### src/hdl/scs_pkg.sv
// Shared types and constants of the shrinking-cone segmenter
`default_nettype none
package scs_pkg;
  localparam int unsigned KeyW   = 64;
  localparam int unsigned SlopeW = 64;
  localparam int unsigned BaseW  = 32;
  localparam int unsigned ErrW   = 16;
  localparam logic [ErrW-1:0] ErrReset = 16'd32;
  localparam logic [SlopeW-1:0] SlopeMax = {1'b0, {(SlopeW-1){1'b1}}};
  localparam logic [SlopeW-1:0] SlopeMin = {1'b1, {(SlopeW-1){1'b0}}};

  typedef enum logic [3:0] {
    ST_IDLE, ST_CHK, ST_DIV1, ST_CONE, ST_EMITC, ST_RESEED, ST_DIV2, ST_POST, ST_EMITF
  } st_e;

  // Strobes from the sequencer to the datapath registers
  typedef struct packed {
    logic take;
    logic first;
    logic div_start;
    logic cone_upd;
    logic emit_c;
    logic reseed_bnd;
    logic post;
    logic emit_f;
  } ctl_t;
endpackage
`default_nettype wire

### src/hdl/scs_if.sv
// Stream interfaces of the segmenter: key words in, segment words out
`default_nettype none
interface scs_in_if;
  logic               valid;
  logic               ready;
  logic signed [63:0] key;
  logic               last_key;
  modport source (output valid, key, last_key, input ready);
  modport sink   (input valid, key, last_key, output ready);
endinterface

interface scs_out_if;
  logic               valid;
  logic               ready;
  logic signed [63:0] seg_key;
  logic signed [63:0] slope;
  logic        [31:0] seg_rank;
  logic               last_of_run;
  logic               final_segment;
  modport source (output valid, seg_key, slope, seg_rank, last_of_run, final_segment,
                  input ready);
  modport sink   (input valid, seg_key, slope, seg_rank, last_of_run, final_segment,
                  output ready);
endinterface
`default_nettype wire

### src/hdl/shrinking_cone_segmenter.sv
// Shrinking-cone segmenter top level: sequencer, cone state and output register
// A sorted stream of signed 64-bit keys comes in one word at a time; each closed segment
// leaves as one word (start key, Q.SLOPE_FRAC_BITS slope, base rank). Both cone bounds of
// a key are divided at once by two bit-serial dividers, one quotient bit per cycle. A key
// that closes a segment starts a second division once its word is emitted, unless it
// equals the new origin; the first key of a stream or a key equal to the segment origin
// needs no division. A key marked last_key also flushes the open segment as a final word,
// and a stalled output word holds up the key in work. Only one key is in work at a time;
// a finished word waits in the output register while the next key is taken. The error
// bound must be written only while the block is idle; the block itself does not enforce
// this.
`default_nettype none
module shrinking_cone_segmenter #(
  parameter int unsigned RANK_BITS       = 32,
  parameter int unsigned SLOPE_FRAC_BITS = 32
) (
  input  wire logic        clk_i,
  input  wire logic        rst_ni,
  input  wire logic        cfg_we_i,
  input  wire logic [15:0] cfg_wdata_i,
  scs_in_if.sink           in_i,
  scs_out_if.source        out_o
);
  import scs_pkg::*;

  localparam int unsigned NB = RANK_BITS + 1;

  st_e  st_q, st_d;
  ctl_t ctl;

  logic [ErrW-1:0]      me_q;
  logic                 started_q;
  logic [RANK_BITS-1:0] rank_q, orank_q;
  logic [63:0]          okey_q, prev_q, slo_q, shi_q, key_q;
  logic                 lunb_q, hunb_q, last_q;

  logic                 out_valid_q;
  logic [63:0]          out_key_q, out_slope_q;
  logic [31:0]          out_rank_q;
  logic                 out_lor_q, out_fin_q;
  logic                 out_free;

  logic [RANK_BITS-1:0] rank_gap;
  logic [NB-1:0]        me_x, gap_x, nhi_mag, nlo_mag;
  logic                 nlo_neg, dneg, key_eq;
  logic [63:0]          dmag, qhi, qlo, nhi, nlo, cone_slope;
  logic [64:0]          mid_sum;
  logic [RANK_BITS+31:0] orank_ext;
  logic                 done_hi, done_lo, collapse;

  assign out_free = !out_valid_q || out_o.ready;
  assign key_eq   = key_q == okey_q;

  // Bound numerators and key distance
  assign rank_gap = rank_q - orank_q;
  assign me_x     = NB'(me_q);
  assign gap_x    = {1'b0, rank_gap};
  assign nhi_mag  = gap_x + me_x;
  assign nlo_neg  = gap_x < me_x;
  assign nlo_mag  = nlo_neg ? me_x - gap_x : gap_x - me_x;
  assign dneg     = $signed(key_q) < $signed(okey_q);
  assign dmag     = dneg ? okey_q - key_q : key_q - okey_q;

  scs_div #(.NB(NB), .FRAC(SLOPE_FRAC_BITS)) u_div_hi (
    .clk_i, .rst_ni, .start_i(ctl.div_start), .nmag_i(nhi_mag), .nneg_i(1'b0),
    .dmag_i(dmag), .dneg_i(dneg), .done_o(done_hi), .quo_o(qhi)
  );
  scs_div #(.NB(NB), .FRAC(SLOPE_FRAC_BITS)) u_div_lo (
    .clk_i, .rst_ni, .start_i(ctl.div_start), .nmag_i(nlo_mag), .nneg_i(nlo_neg),
    .dmag_i(dmag), .dneg_i(dneg), .done_o(done_lo), .quo_o(qlo)
  );

  // Narrow the cone against the new bounds
  assign nhi = (hunb_q || $signed(qhi) < $signed(shi_q)) ? qhi : shi_q;
  assign nlo = (lunb_q || $signed(slo_q) < $signed(qlo)) ? qlo : slo_q;
  assign collapse = $signed(nhi) < $signed(nlo);

  // Segment slope: cone midpoint (floor of the exact mean), else a set bound or 1.0
  assign mid_sum = {slo_q[63], slo_q} + {shi_q[63], shi_q};
  always_comb begin
    if (lunb_q && hunb_q) begin
      cone_slope = 64'd1 << SLOPE_FRAC_BITS;
    end else if (lunb_q) begin
      cone_slope = shi_q;
    end else if (hunb_q) begin
      cone_slope = slo_q;
    end else begin
      cone_slope = mid_sum[64:1];
    end
  end
  assign orank_ext = {32'd0, orank_q};

  // Next state
  always_comb begin
    st_d = st_q;
    case (st_q)
      ST_IDLE:   if (in_i.valid) st_d = ST_CHK;
      ST_CHK:    st_d = (!started_q || key_eq) ? ST_POST : ST_DIV1;
      ST_DIV1:   if (done_hi && done_lo) st_d = ST_CONE;
      ST_CONE:   st_d = collapse ? ST_EMITC : ST_POST;
      ST_EMITC:  if (out_free) st_d = ST_RESEED;
      ST_RESEED: st_d = key_eq ? ST_POST : ST_DIV2;
      ST_DIV2:   if (done_hi && done_lo) st_d = ST_POST;
      ST_POST:   st_d = last_q ? ST_EMITF : ST_IDLE;
      ST_EMITF:  if (out_free) st_d = ST_IDLE;
      default:   st_d = ST_IDLE;
    endcase
  end

  // Sequencer strobes
  always_comb begin
    ctl = '0;
    case (st_q)
      ST_IDLE:   ctl.take = in_i.valid;
      ST_CHK: begin
        ctl.first     = !started_q;
        ctl.div_start = started_q && !key_eq;
      end
      ST_CONE:   ctl.cone_upd = !collapse;
      ST_EMITC:  ctl.emit_c = out_free;
      ST_RESEED: ctl.div_start = !key_eq;
      ST_DIV2:   ctl.reseed_bnd = done_hi && done_lo;
      ST_POST:   ctl.post = 1'b1;
      ST_EMITF:  ctl.emit_f = out_free;
      default:   ctl = '0;
    endcase
  end

  assign in_i.ready = (st_q == ST_IDLE);

  // Control and stream state
  always_ff @(posedge clk_i or negedge rst_ni) begin
    if (!rst_ni) begin
      st_q        <= ST_IDLE;
      me_q        <= ErrReset;
      started_q   <= 1'b0;
      rank_q      <= '0;
      orank_q     <= '0;
      okey_q      <= '0;
      prev_q      <= '0;
      slo_q       <= '0;
      shi_q       <= '0;
      lunb_q      <= 1'b1;
      hunb_q      <= 1'b1;
      out_valid_q <= 1'b0;
    end else begin
      st_q <= st_d;
      if (cfg_we_i) me_q <= cfg_wdata_i;
      if (ctl.first) begin
        started_q <= 1'b1;
        okey_q    <= key_q;
        orank_q   <= rank_q;
        lunb_q    <= 1'b1;
        hunb_q    <= 1'b1;
        slo_q     <= '0;
        shi_q     <= '0;
      end
      if (ctl.cone_upd || ctl.reseed_bnd) begin
        slo_q  <= ctl.cone_upd ? nlo : qlo;
        shi_q  <= ctl.cone_upd ? nhi : qhi;
        lunb_q <= 1'b0;
        hunb_q <= 1'b0;
      end
      // Restart the segment at the previous key
      if (ctl.emit_c) begin
        okey_q  <= prev_q;
        orank_q <= rank_q - RANK_BITS'(1);
        lunb_q  <= 1'b1;
        hunb_q  <= 1'b1;
        slo_q   <= '0;
        shi_q   <= '0;
      end
      if (ctl.post) begin
        prev_q <= key_q;
        rank_q <= rank_q + RANK_BITS'(1);
      end
      // Drop the stream state after the final flush
      if (ctl.emit_f) begin
        started_q <= 1'b0;
        rank_q    <= '0;
        orank_q   <= '0;
        okey_q    <= '0;
        prev_q    <= '0;
        slo_q     <= '0;
        shi_q     <= '0;
        lunb_q    <= 1'b1;
        hunb_q    <= 1'b1;
      end
      if (ctl.emit_c || ctl.emit_f) begin
        out_valid_q <= 1'b1;
      end else if (out_o.ready) begin
        out_valid_q <= 1'b0;
      end
    end
  end

  // Hold the accepted word and the output word
  always_ff @(posedge clk_i) begin
    if (ctl.take) begin
      key_q  <= in_i.key;
      last_q <= in_i.last_key;
    end
    if (ctl.emit_c || ctl.emit_f) begin
      out_key_q   <= okey_q;
      out_slope_q <= cone_slope;
      out_rank_q  <= orank_ext[31:0];
      out_lor_q   <= ctl.emit_f || !last_q;
      out_fin_q   <= ctl.emit_f;
    end
  end

  assign out_o.valid         = out_valid_q;
  assign out_o.seg_key       = out_key_q;
  assign out_o.slope         = out_slope_q;
  assign out_o.seg_rank      = out_rank_q;
  assign out_o.last_of_run   = out_lor_q;
  assign out_o.final_segment = out_fin_q;
endmodule
`default_nettype wire

### src/hdl/scs_div.sv
// Bit-serial restoring divider: nmag * 2^FRAC / dmag, signed, saturated to 64 bits
`default_nettype none
module scs_div #(
  parameter int unsigned NB   = 33,
  parameter int unsigned FRAC = 32
) (
  input  wire logic          clk_i,
  input  wire logic          rst_ni,
  input  wire logic          start_i,
  input  wire logic [NB-1:0] nmag_i,
  input  wire logic          nneg_i,
  input  wire logic [63:0]   dmag_i,
  input  wire logic          dneg_i,
  output logic               done_o,
  output logic [63:0]        quo_o
);
  import scs_pkg::*;

  localparam int unsigned W  = NB + FRAC;
  localparam int unsigned CW = $clog2(W + 1);

  logic [W-1:0]  num_q, num_d;
  logic [64:0]   rem_q, rem_d;
  logic [63:0]   q_q, q_d, dmag_q, dmag_d;
  logic          sat_q, sat_d, neg_q, neg_d;
  logic [CW-1:0] cnt_q, cnt_d;
  logic          busy_q, busy_d, done_q, done_d;
  logic [64:0]   rem_sh;
  logic          ge;

  // One quotient bit per cycle
  assign rem_sh = {rem_q[63:0], num_q[W-1]};
  assign ge     = rem_sh >= {1'b0, dmag_q};

  always_comb begin
    num_d  = num_q;
    rem_d  = rem_q;
    q_d    = q_q;
    sat_d  = sat_q;
    neg_d  = neg_q;
    dmag_d = dmag_q;
    cnt_d  = cnt_q;
    busy_d = busy_q;
    done_d = 1'b0;
    if (start_i) begin
      num_d  = {nmag_i, {FRAC{1'b0}}};
      rem_d  = '0;
      q_d    = '0;
      sat_d  = 1'b0;
      neg_d  = nneg_i ^ dneg_i;
      dmag_d = dmag_i;
      cnt_d  = CW'(W);
      busy_d = 1'b1;
    end else if (busy_q) begin
      num_d = {num_q[W-2:0], 1'b0};
      rem_d = ge ? rem_sh - {1'b0, dmag_q} : rem_sh;
      sat_d = sat_q | q_q[63];
      q_d   = {q_q[62:0], ge};
      cnt_d = cnt_q - CW'(1);
      if (cnt_q == CW'(1)) begin
        busy_d = 1'b0;
        done_d = 1'b1;
      end
    end
  end

  always_ff @(posedge clk_i or negedge rst_ni) begin
    if (!rst_ni) begin
      busy_q <= 1'b0;
      done_q <= 1'b0;
      cnt_q  <= '0;
    end else begin
      busy_q <= busy_d;
      done_q <= done_d;
      cnt_q  <= cnt_d;
    end
  end

  always_ff @(posedge clk_i) begin
    num_q  <= num_d;
    rem_q  <= rem_d;
    q_q    <= q_d;
    sat_q  <= sat_d;
    neg_q  <= neg_d;
    dmag_q <= dmag_d;
  end

  // Apply sign and saturate
  always_comb begin
    if (q_q == '0) begin
      quo_o = '0;
    end else if (neg_q) begin
      quo_o = (sat_q || q_q > SlopeMin) ? SlopeMin : (64'd0 - q_q);
    end else begin
      quo_o = (sat_q || q_q[63]) ? SlopeMax : q_q;
    end
  end

  assign done_o = done_q;
endmodule
`default_nettype wire

### src/flat_wrapper.sv
// flat-port wrapper written by rule: the top's interface ports become plain ports
module shrinking_cone_segmenter_flat import scs_pkg::*;
#(
  parameter int unsigned RANK_BITS       = 32,
  parameter int unsigned SLOPE_FRAC_BITS = 32
)
  (clk_i, rst_ni, cfg_we_i, cfg_wdata_i, in_i_valid, in_i_key, in_i_last_key, in_i_ready, out_o_valid, out_o_seg_key, out_o_slope, out_o_seg_rank, out_o_last_of_run, out_o_final_segment, out_o_ready);
  scs_in_if in_i_i ();
  scs_out_if out_o_i ();
  input  wire logic clk_i;
  input  wire logic rst_ni;
  input  wire logic cfg_we_i;
  input  wire logic [15:0] cfg_wdata_i;
  input wire logic [$bits(in_i_i.valid)-1:0] in_i_valid;
  input wire logic [$bits(in_i_i.key)-1:0] in_i_key;
  input wire logic [$bits(in_i_i.last_key)-1:0] in_i_last_key;
  output wire logic [$bits(in_i_i.ready)-1:0] in_i_ready;
  output wire logic [$bits(out_o_i.valid)-1:0] out_o_valid;
  output wire logic [$bits(out_o_i.seg_key)-1:0] out_o_seg_key;
  output wire logic [$bits(out_o_i.slope)-1:0] out_o_slope;
  output wire logic [$bits(out_o_i.seg_rank)-1:0] out_o_seg_rank;
  output wire logic [$bits(out_o_i.last_of_run)-1:0] out_o_last_of_run;
  output wire logic [$bits(out_o_i.final_segment)-1:0] out_o_final_segment;
  input wire logic [$bits(out_o_i.ready)-1:0] out_o_ready;
  assign in_i_i.valid = in_i_valid;
  assign in_i_i.key = in_i_key;
  assign in_i_i.last_key = in_i_last_key;
  assign in_i_ready = in_i_i.ready;
  assign out_o_valid = out_o_i.valid;
  assign out_o_seg_key = out_o_i.seg_key;
  assign out_o_slope = out_o_i.slope;
  assign out_o_seg_rank = out_o_i.seg_rank;
  assign out_o_last_of_run = out_o_i.last_of_run;
  assign out_o_final_segment = out_o_i.final_segment;
  assign out_o_i.ready = out_o_ready;
  shrinking_cone_segmenter #(.RANK_BITS(RANK_BITS), .SLOPE_FRAC_BITS(SLOPE_FRAC_BITS)) u_core (.clk_i(clk_i), .rst_ni(rst_ni), .cfg_we_i(cfg_we_i), .cfg_wdata_i(cfg_wdata_i), .in_i(in_i_i), .out_o(out_o_i));
endmodule
### config.mk
export PLATFORM = sky130hd
export DESIGN_NAME = shrinking_cone_segmenter_flat
export DESIGN_NICKNAME = d
export VERILOG_FILES = /design/src/hdl/scs_pkg.sv /design/src/hdl/scs_if.sv /design/src/hdl/shrinking_cone_segmenter.sv /design/src/hdl/scs_div.sv /design/src/flat_wrapper.sv
export SDC_FILE = /design/constraint.sdc
export NUM_CORES = 2
export LEC_CHECK = 0
export ABC_AREA = 0
export BUFFER_PORTS_ARGS = -buffer_cell sky130_fd_sc_hd__buf_2
export CAP_MARGIN = 10
export CORE_ASPECT_RATIO = 1.75
export CORE_MARGIN = 2
export CORE_UTILIZATION = 55
export DETAILED_ROUTE_END_ITERATION = 6
export PLACE_DENSITY = 0.79
export SYNTH_ARGS = -nofsm -noshare
export SYNTH_HDL_FRONTEND = slang
export SYNTH_HIERARCHICAL = 1
export SYNTH_SLANG_ARGS = --single-unit
### constraint.sdc
create_clock -name clk_i -period 15.28 [get_ports clk_i]
set_input_delay 1.528 -clock clk_i [delete_from_list [all_inputs] [get_ports clk_i]]
set_output_delay 1.528 -clock clk_i [all_outputs]
set_load 0.1 [all_outputs]
; ---- Word level (Yosys, flattened, before mapping)
; Index checks and enable logic that the tools add are counted.
; Widths: inputs -> output; s select.
[totals]
latchBits = 0
mem_count = 0
input_bits = 86
reg_bits = 978
ramBits = 0
wordCells = 186
out_inout_bits = 164
rom_bits = 0
[classes]
magnitude_cmp = 9
eq_ne = 16
n_reduce_logical = 29
bitwise = 3
n_div = 0
mux = 79
add_sub_neg = 15
n_shift = 0
multipliers = 0
[ops]
columns = op, n
row1 = $mux 64, 28
row2 = $mux 65, 4
row3 = $lt 64x64->1, 4
row4 = $sub 64x64->64, 4
row5 = $mux 32, 5
row6 = $ge 65x64->1, 2
row7 = $gt 64x64->1 const B, 2
row8 = $logic_not 64->1, 2
row9 = $sub 1x64->64 const A, 2
row10 = $add 64x64->65, 1
row11 = $eq 64x64->1, 1
row12 = $pmux 4 s9, 1
row13 = $add 32x16->33, 1
row14 = $mux 33, 1
row15 = $sub 16x32->33, 1
row16 = $sub 32x16->33, 1
row17 = $add 32x1->32 const B, 1
row18 = $lt 32x16->1, 1
row19 = $sub 32x1->32 const B, 1
row20 = $sub 32x32->32, 1
row21 = $mux 7, 4
row22 = $mux 1, 27
row23 = $mux 4, 6
row24 = $eq 4x3->1 const B, 4
row25 = 20 further kinds, 46

; ---- Longest topological paths before layout
[logic_depth]
word_depth = 15
depth_mapped = 41
depth_no_buf = 36

; ---- Hierarchy
; The synthesis kept the hierarchy.
[by_module_without_submodules]
columns = mod, cells_per_inst, area_per_inst_um2, instances, seq_area_each_um2
row1 = shrinking_cone_segmenter, 5125, 44116.1, 1, 15402.3
row2 = scs_div (u_core.u_div_lo), 1749, 14966.9, 1, 5750.5
row3 = scs_div (u_core.u_div_hi), 1763, 14928.1, 1, 5750.5

; ---- Worst setup path before layout
; Ideal clock, no wire load.
[synth_path]
path_type = reg-to-reg
from = register u_core.key_q[36]
to = register u_core.u_div_hi.num_q[32] (enable)
path_stages_with_launch = 13
setup_ns = 0.388
path_slack_ns = -0.810
synth_period_minus_slack_ns = 16.090
n_path_buf = 3
required_ns = 14.892
arrival_time_ns = 15.703
path_cell_list = edfxtp_1 -> ha_1 -> clkbuf_1 -> and4_1 -> nand2_1 -> nor2_1 -> and3_1 -> a41oi_1 -> nor4bb_1 -> clkbuf_1 -> nor2_1 -> clkbuf_1 -> inv_1
[synth_lines]
columns = item, line
row1 = start: declaration, shrinking_cone_segmenter.sv:34  ; logic [63:0] okey_q, prev_q, slo_q, shi_q, key_q;
row2 = start signal: assignment, shrinking_cone_segmenter.sv:200  ; key_q <= in_i.key;
row3 = end signal: assignment, scs_div.sv:80  ; num_q <= num_d;
row4 = end: declaration, scs_div.sv:22  ; logic [W-1:0] num_q, num_d;

; ---- Worst setup path after layout
[layout_path]
from = register u_core.u_div_hi.q_q[8]
to = register u_core.shi_q[6]
[layout_via]
elab_chain_len = 15
elab_cells_between_ends = 20
classes_between = add/sub (1) / order compare (3) / mux (10) / reduce/logical (6)
[layout_rtl]
columns = item, line
row1 = start: declaration, scs_div.sv:24  ; logic [63:0] q_q, q_d, dmag_q, dmag_d;
row2 = start signal: assignment, scs_div.sv:82  ; q_q <= q_d;
row3 = $gt 64x64->1, scs_div.sv:93  ; quo_o = (sat_q || q_q > SlopeMin) ? SlopeMin : (64'd0 - q_q);
row4 = $logic_or 1x1->1, scs_div.sv:93
row5 = $mux 64, scs_div.sv:93
row6 = $mux 64, scs_div.sv:92  ; end else if (neg_q) begin
row7 = $mux 64 *, scs_div.sv:90  ; if (q_q == '0) begin
row8 = net u_core.qhi[21], shrinking_cone_segmenter.sv:46  ; logic [63:0] dmag, qhi, qlo, nhi, nlo, cone_slope;
row9 = $lt 64x64->1, shrinking_cone_segmenter.sv:74  ; assign nhi = (hunb_q || $signed(qhi) < $signed(shi_q)) ? qhi : shi_q;
row10 = $logic_or 1x1->1, shrinking_cone_segmenter.sv:74
row11 = $mux 64 *, shrinking_cone_segmenter.sv:74
row12 = $lt 64x64->1, shrinking_cone_segmenter.sv:76  ; assign collapse = $signed(nhi) < $signed(nlo);
row13 = $logic_not 1->1, shrinking_cone_segmenter.sv:119  ; ST_CONE: ctl.cone_upd = !collapse;
row14 = $mux 1, shrinking_cone_segmenter.sv:113  ; case (st_q)
row15 = $mux 64 / $logic_or 1x1->1 (equally long branches), "shrinking_cone_segmenter.sv:160, shrinking_cone_segmenter.sv:158"
row16 = $mux 64, shrinking_cone_segmenter.sv:158  ; if (ctl.cone_upd || ctl.reseed_bnd) begin
row17 = $mux 64, shrinking_cone_segmenter.sv:165  ; if (ctl.emit_c) begin
row18 = $mux 64, shrinking_cone_segmenter.sv:178  ; if (ctl.emit_f) begin
row19 = end signal: assignment, shrinking_cone_segmenter.sv:160  ; shi_q <= ctl.cone_upd ? nhi : qhi;
row20 = end: declaration, shrinking_cone_segmenter.sv:34
; Mark *: on every way through the listed nets, which the timed path passes. The rest lies on a longest branch.
; A chain may end at the register's enable or synchronous reset.

==> results.cfg <==
[outcome]
outcome = completed

[grt]
grt_max_degree = 94
grt_overflow = 0
grt_pass1_vias = 64400
antenna_found_initial = 7
grt_pass1_wl_mm = 365
grt_use_total_pct = 34.2

[floorplanning]
coreArea_um2 = 134000
start_util_pct = 55.2
fp.dieW_um = 281
placementRows = 178
pin_count = 250
dieArea_um2 = 138000
die_h_um = 489

[drt]
drt_iter0_drc = 5195
route.met3.wl_mm = 12.4
m1WireLength_mm = 82.4
maxUsedRoutingLayer = met5
via_per_inst = 6.23
drt-wirelength-per-cell_um = 22.8
ant_nets = 0
vias = 65300
drt_pass1_iterations = 6
dr_wl_met2_mm = 119
routed_wl_mm = 239
drc = 0

[clock_tree]
cts_tree = done
root_buffer = clkbuf_16
ctsHoldBuffers = 0
cts_buffers = 99
cts_max_path_buffers = 3
cts.clk_slew.worst_paths_ns = 0.07
clock-sinks = 1042
clk_latency_ns = 0.77
cts_resized = 0
htreeDepth = 3
post_cts_buffers = 0

[worst_setup_path]
crit_path_frequent_cell = buf_4
cp.arrival_ns = 12.75
worst-path-buf-inv = 4
cp_slowest_cell = nor4_1
ff2ff_setup_slack_ns = 3.17
end_kind = flop
critPathTopFamily = simple AND/OR/NAND/NOR gates
crit_fanout = 66
critPathRequiredTime_ns = 15.92
crit_type = reg -> reg
start_kind = flop
max_stage_delay_ns = 1.01

[timing]
clock_skew_ns = 0.0542
relSlewSlack_pct = 4.59
slew_viol_final = 0
min_period_ns = 12.11
tightest_slew_ns = 1.42
rsz0062_at_grt = false
fin_setup_tns_ns = 0
final.period_utilization_pct = 79.2
hold_viol_final = 0
setup_viol = 0
fmax_ghz = 0.0826

[logic_synthesis]
ys_ff_latch = 1042
synth_nets = 9326
netlist.top_cell.by_area = edfxtp_1
synthArstFlopShare_pct = 34.6
synthCells = 8637
yosysMostFrequentCell = nor2_1
ys.flop_type = edfxtp_1
avgSynthCellArea_um2 = 8.57
synth_top_area_share_pct = 17.2
ys_warn_count = 6
synthTopCellsByArea = edfxtp_1 17%, dfrtp_1 12%, ha_1 10%
syn-cell-area_um2 = 74000
synthTopCellsByCount = 866 x nor2_1, 841 x nand2_1, 823 x a21oi_1, 645 x inv_1, 594 x ha_1
ys_seq_area_share_pct = 36.4
synth_cell_type_count = 121
synth_edf_count = 423

[final_layout]
final_cell_count_no_fill = 10500
final_layout_size_suffix_gt1_share_pct = 8.80
area_growth_pct = 7.84
final_net_count = 9266

[placed_design]
gp_congestion = 1.04
io_buffers = 249
post-dp-hpwl_mm = 182
dp.cells = 10300

[flow_run]
max-cap-violations = 0

[worst_hold_path]
hold_class = reg -> reg
==> per-stage QoR <==
stage	utilization [%]	hold WS, ns	area, um2	setup WS (ns)
5_1_grt	59.5	0.457	79800	2.75
2_1_floorplan	-	0.425	74000	4.33
6_report	59.5	0.444	79800	3.17
3_5_place_dp	56.9	0.430	76300	3.27
4_1_cts	59.5	0.446	79700	3.25
3_3_place_gp	56.9	0.435	76300	3.39
==> per-layer routing <==
layer,up-vias,track usage [%]
met5,-,0
met4,2,30.2
met3,902,5.35
met2,2337,60.9
met1,31200,34.3
li1,30800,-
==> worst paths after layout <==
path	end	from	cells after the start
max in group asynchronous	u_core/okey_q[15]	rst_ni	4
max	u_core/shi_q[6]	u_core/u_div_hi/q_q[8]	32
min reg2reg	u_core/out_o.seg_rank[23]	u_core/orank_q[23]	0
min	u_core/out_o.seg_rank[23]	u_core/orank_q[23]	0
max reg2reg	u_core/shi_q[6]	u_core/u_div_hi/q_q[8]	32
min in group asynchronous	u_core/shi_q[39]	rst_ni	1
==> logic make-up after synthesis <==
group / after synthesis / synth area share [%]
mux: 380 / 5.38
simple gates: 2622 / 16.3
fa+ha+maj: 603 / 10.3
flops: 1042 / 36.4
compound gates: 2463 / 21.1
other cells: 1 / 0.00507
buf+inv: 1139 / 5.97
xor+xnor: 387 / 4.62
==> cell type report <==
cell class                 count  area [um2]
clock buffer                 121        2650
sequential                  1042       26900
timing repair buffer         330        1890
multi-input combinational   6456       42900
clock inverter                67         811
tap                         1800        2250
inverter                     648        2430
fill                       11700       54300
antenna                        4        10.0
==> placed cells by master, fill, tap and decap left out, types with 218 or more instances in the layout <==
master / instances
a21oi_1: 823
buf_2: 248
dfrtp_1: 357
dfxtp_1: 258
edfxtp_1: 423
ha_1: 594
inv_1: 645
mux2i_1: 243
nand2_1: 839
nor2_1: 865
o21ai_0: 527
xnor2_1: 218
==> registers in the layout, indices dropped and copies added (netlist names), 33 cells and up <==
name	flops
u_core/okey_q	64
u_core/u_div_hi/num_q	33
u_core/u_div_hi/q_q	64
u_core/out_o.slope	64
u_core/u_div_lo/rem_q	64
u_core/key_q	64
u_core/prev_q	64
u_core/out_o.seg_key	64
u_core/u_div_lo/q_q	64
u_core/u_div_hi/rem_q	64
u_core/u_div_lo/num_q	33
u_core/u_div_hi/dmag_q	64
u_core/shi_q	64
u_core/slo_q	64
u_core/u_div_lo/dmag_q	64
Power is not shown: default switching activity piles up to over one toggle a cycle in this logic, so the estimate is an artifact.
